==> config.mk <==
export PLATFORM = sky130hd
export DESIGN_NAME = strict_priority_ready_queue_dispatcher
export DESIGN_NICKNAME = d
export VERILOG_FILES = /design/src/hdl/spqd_pkg.sv /design/src/hdl/spqd_ram.sv /design/src/hdl/strict_priority_ready_queue_dispatcher.sv
export SDC_FILE = /design/constraint.sdc
export NUM_CORES = 2
export LEC_CHECK = 0
export ABC_CLOCK_PERIOD_IN_PS = 13410
export CELL_PAD_IN_SITES_DETAIL_PLACEMENT = 1
export CELL_PAD_IN_SITES_GLOBAL_PLACEMENT = 2
export CORE_MARGIN = 2
export CORE_UTILIZATION = 45
export DETAILED_ROUTE_END_ITERATION = 8
export DONT_BUFFER_PORTS = 1
export PLACE_DENSITY = 0.74
export SETUP_SLACK_MARGIN = 0.5
export SYNTH_ARGS = -nofsm -noshare
export SYNTH_HDL_FRONTEND = slang
export SYNTH_SLANG_ARGS = --single-unit
export TNS_END_PERCENT = 20
==> constraint.sdc <==
create_clock -name clk -period 13.41 [get_ports clk]
set_input_delay 2.0115 -clock clk [delete_from_list [all_inputs] [get_ports clk]]
set_output_delay 2.0115 -clock clk [all_outputs]
set_load 0.1 [all_outputs]
==> src/hdl/spqd_pkg.sv <==
// spqd_pkg: request codes, event codes, config indices and widths for the
// strict priority ready queue dispatcher. Depends on nothing.
package spqd_pkg;
  localparam int ID_W    = 10;
  localparam int TIME_W  = 16;
  localparam int CLASS_W = 2;
  localparam int ENTRY_W = 2 * ID_W + CLASS_W;
  localparam int NUM_Q   = 4;

  localparam logic [2:0] REQ_ENQUEUE  = 3'd0;
  localparam logic [2:0] REQ_DISPATCH = 3'd1;
  localparam logic [2:0] REQ_BLOCK    = 3'd2;
  localparam logic [2:0] REQ_READY    = 3'd3;
  localparam logic [2:0] REQ_QUERY    = 3'd4;

  localparam logic [2:0] EV_NONE = 3'd0;
  localparam logic [2:0] EV_TSW  = 3'd1;
  localparam logic [2:0] EV_PSW  = 3'd2;
  localparam logic [2:0] EV_IO   = 3'd3;
  localparam logic [2:0] EV_DUE  = 3'd4;
  localparam logic [2:0] EV_DONE = 3'd5;
  localparam logic [2:0] EV_ERR  = 3'd6;

  localparam logic [0:0] CFG_TSW = 1'd0;
  localparam logic [0:0] CFG_PSW = 1'd1;

  typedef logic [ENTRY_W-1:0] entry_t;
endpackage

==> src/hdl/spqd_ram.sv <==
// spqd_ram: generic single-port-write, single-read RAM with registered read.
// Depends on nothing.
module spqd_ram #(
  parameter int WIDTH = 8,
  parameter int DEPTH = 16
) (
  input  logic                     clk,
  input  logic                     we,
  input  logic [$clog2(DEPTH)-1:0] waddr,
  input  logic [WIDTH-1:0]         wdata,
  input  logic [$clog2(DEPTH)-1:0] raddr,
  output logic [WIDTH-1:0]         rdata
);
  logic [WIDTH-1:0] mem [DEPTH];

  always_ff @(posedge clk) begin
    if (we) begin
      mem[waddr] <= wdata;
    end
    rdata <= mem[raddr];
  end
endmodule

==> src/hdl/strict_priority_ready_queue_dispatcher.sv <==
// strict_priority_ready_queue_dispatcher: top level with sequencer, queue
// pointers and blocked pool scan. Depends on spqd_pkg and spqd_ram.
//
//  channel  | ports                                            | handshake
//  ---------+--------------------------------------------------+-----------------
//  request  | req_type proc_id thread_id prio_class io_time   | start & !busy
//  result   | event_kind out_proc_id out_thread_id event_time | done, one cycle
//           | queue_index                                      |
//  config   | cfg_we cfg_index cfg_data                        | cfg_we
//
// Ready scans the blocked pool one entry per cycle through one RAM read port,
// as does query when every ready queue is empty and the pool is not; a ready
// hit with room in its class queue shifts the entries above it down one place
// to keep the pool compact.
// Reset clears queue pointers, running and pool state; the RAMs need no clear.
// The receiver cannot stall: done pulses once per word and busy drops with it.
module strict_priority_ready_queue_dispatcher
  import spqd_pkg::*;
#(
  parameter int QUEUE_DEPTH   = 16,
  parameter int BLOCKED_DEPTH = 16
) (
  input  logic                clk,
  input  logic                rst,
  input  logic                start,
  output logic                busy,
  input  logic [2:0]          req_type,
  input  logic [ID_W-1:0]     proc_id,
  input  logic [ID_W-1:0]     thread_id,
  input  logic [CLASS_W-1:0]  prio_class,
  input  logic [TIME_W-1:0]   io_time,
  input  logic                cfg_we,
  input  logic [0:0]          cfg_index,
  input  logic [TIME_W-1:0]   cfg_data,
  output logic                done,
  output logic [2:0]          event_kind,
  output logic [ID_W-1:0]     out_proc_id,
  output logic [ID_W-1:0]     out_thread_id,
  output logic [TIME_W-1:0]   event_time,
  output logic [CLASS_W-1:0]  queue_index
);
  localparam int QA_W     = $clog2(QUEUE_DEPTH);
  localparam int QC_W     = $clog2(QUEUE_DEPTH + 1);
  localparam int RS_DEPTH = NUM_Q * (2 ** QA_W);  // one power-of-two slab per class
  localparam int RA_W     = $clog2(RS_DEPTH);
  localparam int BA_W     = $clog2(BLOCKED_DEPTH);
  localparam int BC_W     = $clog2(BLOCKED_DEPTH + 1);
  localparam int BE_W     = ENTRY_W + TIME_W;

  localparam logic [2:0] S_IDLE  = 3'd0;
  localparam logic [2:0] S_EXEC  = 3'd1;
  localparam logic [2:0] S_RDWT  = 3'd2;
  localparam logic [2:0] S_SCAN  = 3'd3;
  localparam logic [2:0] S_SHIFT = 3'd4;
  localparam logic [2:0] S_SHWR  = 3'd5;
  localparam logic [2:0] S_OUT   = 3'd6;

  logic [2:0]         state;
  logic [2:0]         req;
  logic [ID_W-1:0]    pid, tid;
  logic [CLASS_W-1:0] cls;
  logic [TIME_W-1:0]  io;
  logic [TIME_W-1:0]  tsw_ovh, psw_ovh;

  logic [QA_W-1:0]    qhead [NUM_Q];
  logic [QA_W-1:0]    qtail [NUM_Q];
  logic [QC_W-1:0]    qcount [NUM_Q];
  entry_t             running_entry;
  logic               running_valid;
  logic [BC_W-1:0]    pool_n;   // pool stays compact, so a count suffices
  logic [CLASS_W-1:0] last_queue;

  logic [BC_W-1:0]    idx;      // scan position
  logic [TIME_W-1:0]  best;
  logic               scan_first;

  // ready store RAM
  logic               rs_we;
  logic [RA_W-1:0]    rs_waddr, rs_raddr;
  entry_t             rs_wdata, rs_rdata;
  // blocked pool RAM
  logic               bp_we;
  logic [BA_W-1:0]    bp_waddr, bp_raddr;
  logic [BE_W-1:0]    bp_wdata, bp_rdata;

  spqd_ram #(.WIDTH(ENTRY_W), .DEPTH(RS_DEPTH)) u_ready (
    .clk, .we(rs_we), .waddr(rs_waddr), .wdata(rs_wdata),
    .raddr(rs_raddr), .rdata(rs_rdata)
  );
  spqd_ram #(.WIDTH(BE_W), .DEPTH(BLOCKED_DEPTH)) u_pool (
    .clk, .we(bp_we), .waddr(bp_waddr), .wdata(bp_wdata),
    .raddr(bp_raddr), .rdata(bp_rdata)
  );

  // highest non-empty class, 3 when all empty
  logic [CLASS_W-1:0] sel_q;
  always_comb begin
    priority if (qcount[0] != '0) sel_q = 2'd0;
    else if (qcount[1] != '0)     sel_q = 2'd1;
    else if (qcount[2] != '0)     sel_q = 2'd2;
    else                          sel_q = 2'd3;
  end

  // push target class: request class on enqueue, entry class on ready
  logic [CLASS_W-1:0] push_q;
  entry_t             push_entry;
  entry_t             scan_entry;
  assign scan_entry = bp_rdata[BE_W-1:TIME_W];
  always_comb begin
    if (req == REQ_READY) begin
      push_entry = scan_entry;
    end else begin
      push_entry = {pid, tid, cls};
    end
    push_q = push_entry[CLASS_W-1:0];
  end
  logic push_full;
  assign push_full = (qcount[push_q] == QC_W'(QUEUE_DEPTH));

  // wrapped pointer advance for the push and pop classes
  logic [QA_W-1:0] tail_inc, head_inc;
  assign tail_inc = (qtail[push_q] == QA_W'(QUEUE_DEPTH - 1)) ? '0 :
                    qtail[push_q] + 1'b1;
  assign head_inc = (qhead[sel_q] == QA_W'(QUEUE_DEPTH - 1)) ? '0 :
                    qhead[sel_q] + 1'b1;

  logic scan_hit;
  assign scan_hit = (scan_entry[ENTRY_W-1:ID_W+CLASS_W] == pid) &&
                    (scan_entry[ID_W+CLASS_W-1:CLASS_W] == tid);

  assign busy = (state != S_IDLE);

  // memory ports
  always_comb begin
    rs_we    = 1'b0;
    rs_waddr = {push_q, qtail[push_q]};
    rs_wdata = push_entry;
    rs_raddr = {sel_q, qhead[sel_q]};
    bp_we    = 1'b0;
    bp_waddr = pool_n[BA_W-1:0];
    bp_wdata = {running_entry, io};
    bp_raddr = idx[BA_W-1:0];
    unique case (state)
      S_EXEC: begin
        rs_we = (req == REQ_ENQUEUE) && !push_full;
        bp_we = (req == REQ_BLOCK) && running_valid &&
                (pool_n != BC_W'(BLOCKED_DEPTH));
      end
      S_SCAN: begin
        // bp_rdata holds entry idx-1
        rs_we = (req == REQ_READY) && (BC_W'(idx - 1'b1) < pool_n) &&
                scan_hit && !push_full;
      end
      S_SHIFT: begin
        bp_raddr = BA_W'(idx + 1'b1);
      end
      S_SHWR: begin
        bp_we    = 1'b1;
        bp_waddr = idx[BA_W-1:0];
        bp_wdata = bp_rdata;
      end
      default: ;
    endcase
  end

  always_ff @(posedge clk) begin
    if (rst) begin
      state         <= S_IDLE;
      done          <= 1'b0;
      tsw_ovh       <= '0;
      psw_ovh       <= '0;
      running_entry <= '0;
      running_valid <= 1'b0;
      pool_n        <= '0;
      last_queue    <= '0;
      for (int q = 0; q < NUM_Q; q++) begin
        qhead[q]  <= '0;
        qtail[q]  <= '0;
        qcount[q] <= '0;
      end
    end else begin
      done <= 1'b0;
      if (cfg_we) begin
        if (cfg_index == CFG_TSW) tsw_ovh <= cfg_data;
        else                      psw_ovh <= cfg_data;
      end
      unique case (state)
        S_IDLE: begin
          if (start) begin
            req <= req_type; pid <= proc_id; tid <= thread_id;
            cls <= prio_class; io <= io_time;
            idx <= '0; scan_first <= 1'b1;
            state <= S_EXEC;
          end
        end
        S_EXEC: begin
          event_kind    <= EV_NONE;
          out_proc_id   <= '0;
          out_thread_id <= '0;
          event_time    <= '0;
          state         <= S_OUT;
          unique case (req)
            REQ_ENQUEUE: begin
              if (push_full) begin
                event_kind <= EV_ERR;
              end else begin
                qtail[push_q]  <= tail_inc;
                qcount[push_q] <= qcount[push_q] + 1'b1;
              end
            end
            REQ_DISPATCH: begin
              last_queue <= sel_q;
              if (qcount[sel_q] == '0) begin
                event_kind <= EV_ERR;
              end else begin
                qhead[sel_q]  <= head_inc;
                qcount[sel_q] <= qcount[sel_q] - 1'b1;
                state         <= S_RDWT;
              end
            end
            REQ_BLOCK: begin
              if (!running_valid || pool_n == BC_W'(BLOCKED_DEPTH)) begin
                event_kind <= EV_ERR;
              end else begin
                pool_n        <= pool_n + 1'b1;
                event_kind    <= EV_IO;
                out_proc_id   <= pid;
                out_thread_id <= tid;
                event_time    <= io;
              end
            end
            REQ_READY: begin
              state <= S_SCAN;
              idx   <= idx + 1'b1;  // read of entry 0 launched this cycle
            end
            REQ_QUERY: begin
              last_queue <= sel_q;
              if (qcount[sel_q] != '0)  event_kind <= EV_DUE;
              else if (pool_n == '0)    event_kind <= EV_DONE;
              else begin
                event_kind <= EV_DUE;
                state      <= S_SCAN;
                idx        <= idx + 1'b1;
              end
            end
            default: ;
          endcase
        end
        S_RDWT: begin
          // ready store word read now available
          out_proc_id   <= rs_rdata[ENTRY_W-1:ID_W+CLASS_W];
          out_thread_id <= rs_rdata[ID_W+CLASS_W-1:CLASS_W];
          if (running_valid && running_entry[ENTRY_W-1:ID_W+CLASS_W] ==
              rs_rdata[ENTRY_W-1:ID_W+CLASS_W]) begin
            event_kind <= EV_TSW;
            event_time <= tsw_ovh;
          end else begin
            event_kind <= EV_PSW;
            event_time <= psw_ovh;
          end
          running_entry <= rs_rdata;
          running_valid <= 1'b1;
          state         <= S_OUT;
        end
        S_SCAN: begin
          // bp_rdata holds entry idx-1
          if (req == REQ_READY) begin
            if (BC_W'(idx - 1'b1) >= pool_n) begin
              state <= S_OUT;  // miss
            end else if (scan_hit) begin
              if (push_full) begin
                event_kind <= EV_ERR;
                state      <= S_OUT;
              end else begin
                qtail[push_q]  <= tail_inc;
                qcount[push_q] <= qcount[push_q] + 1'b1;
                idx            <= idx - 1'b1;
                state          <= S_SHIFT;
              end
            end else begin
              idx <= idx + 1'b1;
            end
          end else begin
            if (scan_first || bp_rdata[TIME_W-1:0] < best) begin
              best <= bp_rdata[TIME_W-1:0];
            end
            scan_first <= 1'b0;
            if (idx >= pool_n) begin
              event_time <= (scan_first || bp_rdata[TIME_W-1:0] < best) ?
                            bp_rdata[TIME_W-1:0] : best;
              state <= S_OUT;
            end else begin
              idx <= idx + 1'b1;
            end
          end
        end
        S_SHIFT: begin
          // close the gap at idx: copy idx+1 down, drop the tail
          if (BC_W'(idx + 1'b1) >= pool_n) begin
            pool_n <= pool_n - 1'b1;
            state  <= S_OUT;
          end else begin
            state <= S_SHWR;
          end
        end
        S_SHWR: begin
          idx   <= idx + 1'b1;
          state <= S_SHIFT;
        end
        S_OUT: begin
          queue_index <= last_queue;
          done        <= 1'b1;
          state       <= S_IDLE;
        end
        default: state <= S_IDLE;
      endcase
    end
  end
endmodule

Word-level counts from Yosys, hierarchy flattened
Memory sizes are Yosys's and may differ from the RTL's. A register that Yosys moved wholly into a read port is not among the register bits. Index checks and enable logic that the tools add are counted.

Bits in registers: 170. Output and inout bits: 43. Bits in writable memories: 2068. Memories: 5.

Equal/unequal tests: 36. Multiplexer cells: 102. Reductions and logical operators: 44. Add/subtract/negate cells: 8. Magnitude comparators: 5. Bitwise logic cells: 5.

Memories: u_ready.mem (depth 64, bits a word 22, read ports 1, clocked after memory_dff 1, write ports 1, RTL line spqd_ram.sv:14) `logic [WIDTH-1:0] mem [DEPTH];`; u_pool.mem (depth 16, bits a word 38, read ports 1, clocked after memory_dff 1, write ports 1, RTL line spqd_ram.sv:14); qcount (depth 4, bits a word 5, read ports 5, clocked after memory_dff 0, write ports 4, RTL line strict_priority_ready_queue_dispatcher.sv:67) `logic [QC_W-1:0] qcount [NUM_Q];`; qhead (depth 4, bits a word 4, read ports 1, clocked after memory_dff 0, write ports 4, RTL line strict_priority_ready_queue_dispatcher.sv:65) `logic [QA_W-1:0] qhead [NUM_Q];`; qtail (depth 4, bits a word 4, read ports 1, clocked after memory_dff 0, write ports 4, RTL line strict_priority_ready_queue_dispatcher.sv:66) `logic [QA_W-1:0] qtail [NUM_Q];`.

Operators by type and width (count): $mux W16 (6); $mux W5 (14); $pmux W16 S3 (1); $mux W3 (15); $mux W10 (4); $pmux W10 S2 (2); $mux W38 (1); $mux W1 (32); $eq A10 B10 Y1 (3); $mux W4 (7); $mux W22 (1); $ne A2 B2 Y1 const B (10); $pmux W5 S2 (2); $pmux W5 S4 (1); $reduce_bool A5 Y1 (4); $mux W2 (9); $ne A3 B3 Y1 const B (6); $pmux W3 S3 (2); $pmux W3 S6 (1); $lt A16 B16 Y1 (1); $add A5 B1 Y5 const B (3); $ge A5 B5 Y1 (3); $sub A5 B1 Y5 const B (3); $eq A3 B2 Y1 const B (4); other kinds (28) (65).

Longest topological paths before layout
An unclocked memory read counts as a cell.

Word-level depth: 15. Depth in mapped cells: 17. Mapped depth without buffers: 14.

Hierarchy
Synthesis repeated with hierarchy kept, for this count alone.

Cells, all modules: 4606. Area total of the unflattened synthesis: 89947.5 µm².

By module, submodules not included: spqd_ram at u_ready (cells an instance 2410, area an instance 54496.0 µm², times used 1); spqd_ram at u_pool (cells an instance 989, area an instance 23570.1 µm², times used 1); strict_priority_ready_queue_dispatcher (cells an instance 1207, area an instance 11881.4 µm², times used 1).

Worst setup path before layout
Ideal clock, no wire load.

Path type: register -> register. Start: register req[2]. End: memory u_ready.mem[22][0] in the netlist's numbering, enable pin. Setup time: 0.401 ns. Slack: 7.898 ns. Arrival: 5.111 ns. Required time: 13.009 ns. Stages on the path, launching flop included: 17. Cells stage by stage: edfxtp_1 buf_2 and4b_1 a21oi_2 clkinv_1 clkbuf_1 nand2_1 and3_1 a31oi_1 inv_1 ha_1 o21ai_1 nor3_1 nor3_2 or3b_2 clkbuf_1 nor2_1.

Cells in the longest elaborated chain, start to end: 9. Elaborated cells on any way between the ends: 14. Classes of those cells: eq/ne: 2; mux: 4; reduce/logical: 6; memory: 2.

Ends and longest elaborated chain: from (decl) (RTL line strict_priority_ready_queue_dispatcher.sv:59) `logic [2:0] req;`; from (signal assigned) (RTL line strict_priority_ready_queue_dispatcher.sv:190) `req <= req_type; pid <= proc_id; tid <= thread_id;`; $eq A3 B2 Y1 * (RTL line strict_priority_ready_queue_dispatcher.sv:110) `if (req == REQ_READY) begin`; $mux W22 * (RTL line strict_priority_ready_queue_dispatcher.sv:110); named net push_entry[0] (RTL line strict_priority_ready_queue_dispatcher.sv:106) `entry_t push_entry;`; $mem_v2 Z4 W5; $eq A5 B5 Y1 (RTL line strict_priority_ready_queue_dispatcher.sv:118) `assign push_full = (qcount[push_q] == QC_W'(QUEUE_DEPTH));`; $logic_not A1 Y1 (RTL line strict_priority_ready_queue_dispatcher.sv:145, strict_priority_ready_queue_dispatcher.sv:152); $logic_and A1 B1 Y1 (on tied branches) (RTL line strict_priority_ready_queue_dispatcher.sv:152, strict_priority_ready_queue_dispatcher.sv:145); $pmux W1 S2 (RTL line strict_priority_ready_queue_dispatcher.sv:143) `unique case (state)`; $mux W1 (RTL line spqd_ram.sv:17) `if (we) begin`; $mux W1 (implied by the code) (RTL line spqd_ram.sv:18) `mem[waddr] <= wdata;`; to (decl) (RTL line spqd_ram.sv:14).

The timed path passes the listed nets; every way through them passes the cells marked *.

Final worst setup path
Start: register req[0]. End: memory u_ready.mem[26][6] in the netlist's numbering, enable pin.

Same word-level chain as after synthesis.

==> results_dict.tcl <==
set metrics [dict create \
    viasPerCell 6.02 \
    worstReg2RegEnd "u_ready.mem[26][6]" \
    cpPeakStageDelay_ps 1330 \
    clk_pin_slew_ps 60 \
    synthesis.area_um2 90500 \
    drt_first_pass_iters 5 \
    clock_path_buffers 3 \
    startpoint "req[0]" \
    die_x_um 452 \
    cp.depth 14 \
    fp.dieH_um 452 \
    initial_core_util_pct 45.3 \
    syn2layout_area_growth_pct 12.8 \
    grt_max_degree 170 \
    drc_errors 0 \
    start_kind "flip-flop" \
    synth_async_sr_flop_share_pct 0 \
    seq_area_frac_synth_pct 74.9 \
    synth.avg_cell_area_um2 16.1 \
    status "finished clean" \
    worst_pin_slew_ps 1350 \
    cpMostUsedCell "buf_4" \
    fin_crit_sh_pct 47.4 \
    crit_path_end "u_ready.mem[26][6]" \
    antenna_found_initial 26 \
    hold_viol 0 \
    cts_tree "built" \
    port_buffers 0 \
    crit_type "reg2reg" \
    postPlaceCellArea_um2 94400 \
    path_buf_inv 4 \
    synth_edf_count 2172 \
    io_pins 105 \
    skew_ps 57.0 \
    dp_hpwl_um 153000 \
    rsz0062_at_grt "false" \
    worstSetupEndpointType "flip-flop" \
    drive_gt1_share_pct 15.6 \
    grt_first_pass_wirelength_um 378000 \
    worstSkewPairLatency_ps 900 \
    synth_cells 5623 \
    grt_overflow 0 \
    period_needed_ps 6350 \
    h-tree-depth 4 \
    critPathArrivalTime_ps 6830 \
    fin_nets 5803 \
    max_cap_viol_count 0 \
    max_freq_mhz 157 \
    pwr_density_cell_nw_per_um2 183 \
    path_cells "nand3b_1 -> mux2i_2 -> buf_4 -> inv_2 -> buf_4 -> and3_1 -> a31oi_1 -> inv_1 -> ha_1 -> o21ai_1 -> nor3_1 -> nor3_2 -> nand4_1 -> nor2_2" \
    setup_tns_ps 0 \
    core-area_um2 200000 \
    ys_ff_latch 2298 \
    yosys_warnings 0 \
    postCtsSetupBuffers 0 \
    grt_pass1_vias 52043 \
    reg2reg_depth 14 \
    report.final.slew_viol_count 0 \
    regToRegStartpoint "req[0]" \
    grt_usage_pct 25.5 \
    worstPathRequired_ps 13890 \
    ir_worst_vdd_uv 129 \
    synth_flop_cell "edfxtp_1" \
    ant_nets 0 \
    vias 51532 \
    cts_repair_resize_count 0 \
    root_buffer "clkbuf_16" \
    holdCritPathClass "reg2reg" \
    holdBufCountCts 0 \
    cts_sinks 2298 \
    drt_iter0_drc 6014 \
    cp_max_fo 61 \
    wl_per_cell_um 30.7 \
    final_area_um2 102000 \
    die_area_um2 205000 \
    p_leak_nw 34.0 \
    finalSetupViolations 0 \
    wl_um 263000 \
    cts_made_buffers 229 \
    r2r_slack_ps 7060 \
    gp_congestion 0.843 \
    row_count 164 \
    crit_family "simple AND/OR/NAND/NOR gates" \
    max-slew-margin-rel_pct 9.94 \
    synth_fp_nets 5728 \
    slowest_stage "nor2_2" \
    yosysUniqueCellTypes 81 \
]
[per-stage QoR]
stage	power [mW]	hold WS (ps)	cells	setup WS, ps	utilization (%)
floorplan	11.1	409	5623	7900	-
global placement	12.3	436	8123	7110	47.2
detailed placement	12.3	440	8123	7020	47.2
CTS	18.8	448	8553	6980	51.1
global route	19.3	474	8555	6680	51.1
finish	18.7	448	8561	7060	51.1
[worst min-delay path by stage]
stage / slack [ps] / start / end / cells after the start
3_5_place_dp: 440 / psw_ovh[3] / psw_ovh[3] / 2
4_1_cts: 450 / psw_ovh[3] / psw_ovh[3] / 2
2_1_floorplan: 410 / last_queue[0] / queue_index[0] / 0
5_1_grt: 470 / psw_ovh[14] / psw_ovh[14] / 2
3_3_place_gp: 440 / psw_ovh[5] / psw_ovh[5] / 2
6_report: 450 / psw_ovh[3] / psw_ovh[3] / 2
[state kept, by name, indices dropped and copies added (netlist names), 3 cells and up]
signal	count
qtail	16
tid	10
u_ready.rdata	22
pid	10
u_pool.mem	608
running_entry	22
pool_n	5
idx	5
state	3
out_thread_id	10
qcount	20
best	16
event_time	16
out_proc_id	10
qhead	16
event_kind	3
psw_ovh	16
io	16
req	3
u_pool.rdata	38
u_ready.mem	1408
tsw_ovh	16
[report_power, final]
group	internal [mW]	switching [mW]
combinational	1.22	2.08
clock	3.76	2.79
sequential	8.44	0.434
[layer usage]
layer / track usage, % / share of wire, % / vias up
li1: - / - / 21947
met1: 37.7 / 44 / 27308
met2: 39.6 / 46 / 1944
met3: 4.35 / 7.2 / 327
met4: 6.25 / 2.3 / 6
met5: 0 / 0.017 / -
[tightest hold or removal path, delay by kind of cell (launching register included)]
kind	cells	cell delay, ps
flip-flops	1	310
AND/OR/NAND/NOR	1	50
AO/OA/AOI/OAI	1	50
[placed cells by master (no fill, tap or decap), types with 43 or more instances in the layout]
cell,instances
edfxtp_1,2172
nand2_1,946
mux2i_1,416
clkbuf_16,234
a21oi_1,219
mux4_2,190
buf_4,153
dfxtp_1,126
nand3_1,113
o21ai_0,91
nor2_1,82
o22ai_1,70
nor2_2,68
a221oi_1,66
and3_1,64
clkinv_2,58
inv_1,43
a221o_1,43
[synthesized netlist by cell type, types with 22 or more instances]
master	instances	area, µm²
nor2_1	167	627
dfxtp_1	126	2520
nand3_1	114	571
and3_1	65	407
nand2_1	968	3630
mux2i_1	417	4170
nor4_1	51	319
a311oi_1	23	201
o311ai_1	22	193
mux2_2	42	473
a221o_1	43	430
buf_1	36	135
buf_2	80	400
edfxtp_1	2172	65200
a21oi_1	222	1110
o21ai_0	91	455
ha_1	42	526
nor3_1	42	210
xor2_1	28	245
inv_1	43	161
clkbuf_1	192	721
o2111ai_1	22	193
o31ai_1	24	180
a221oi_1	66	578
xnor2_1	22	193
mux4_2	190	4280
o22ai_1	70	438
[logic make-up after synthesis]
kind of cell | share of synthesized area [%]
adder cells (fa/ha/maj) | 0.603
XOR/XNOR | 0.484
flip-flops | 74.9
AO/OA/AOI/OAI | 5.48
AND/OR/NAND/NOR | 7.04
multiplexers | 9.88
buffers and inverters | 1.66
[cell type report]
type	count	area (µm²)
flip-flops and latches	2298	67700
well taps	2656	3320
clock inverters	136	1420
multi-input cells	2960	21800
clock buffers	294	6260
diodes	8	20.0
fillers	18754	97800
repair buffers	159	1270
inverters	50	200
Power figures use the tool's default switching activity.
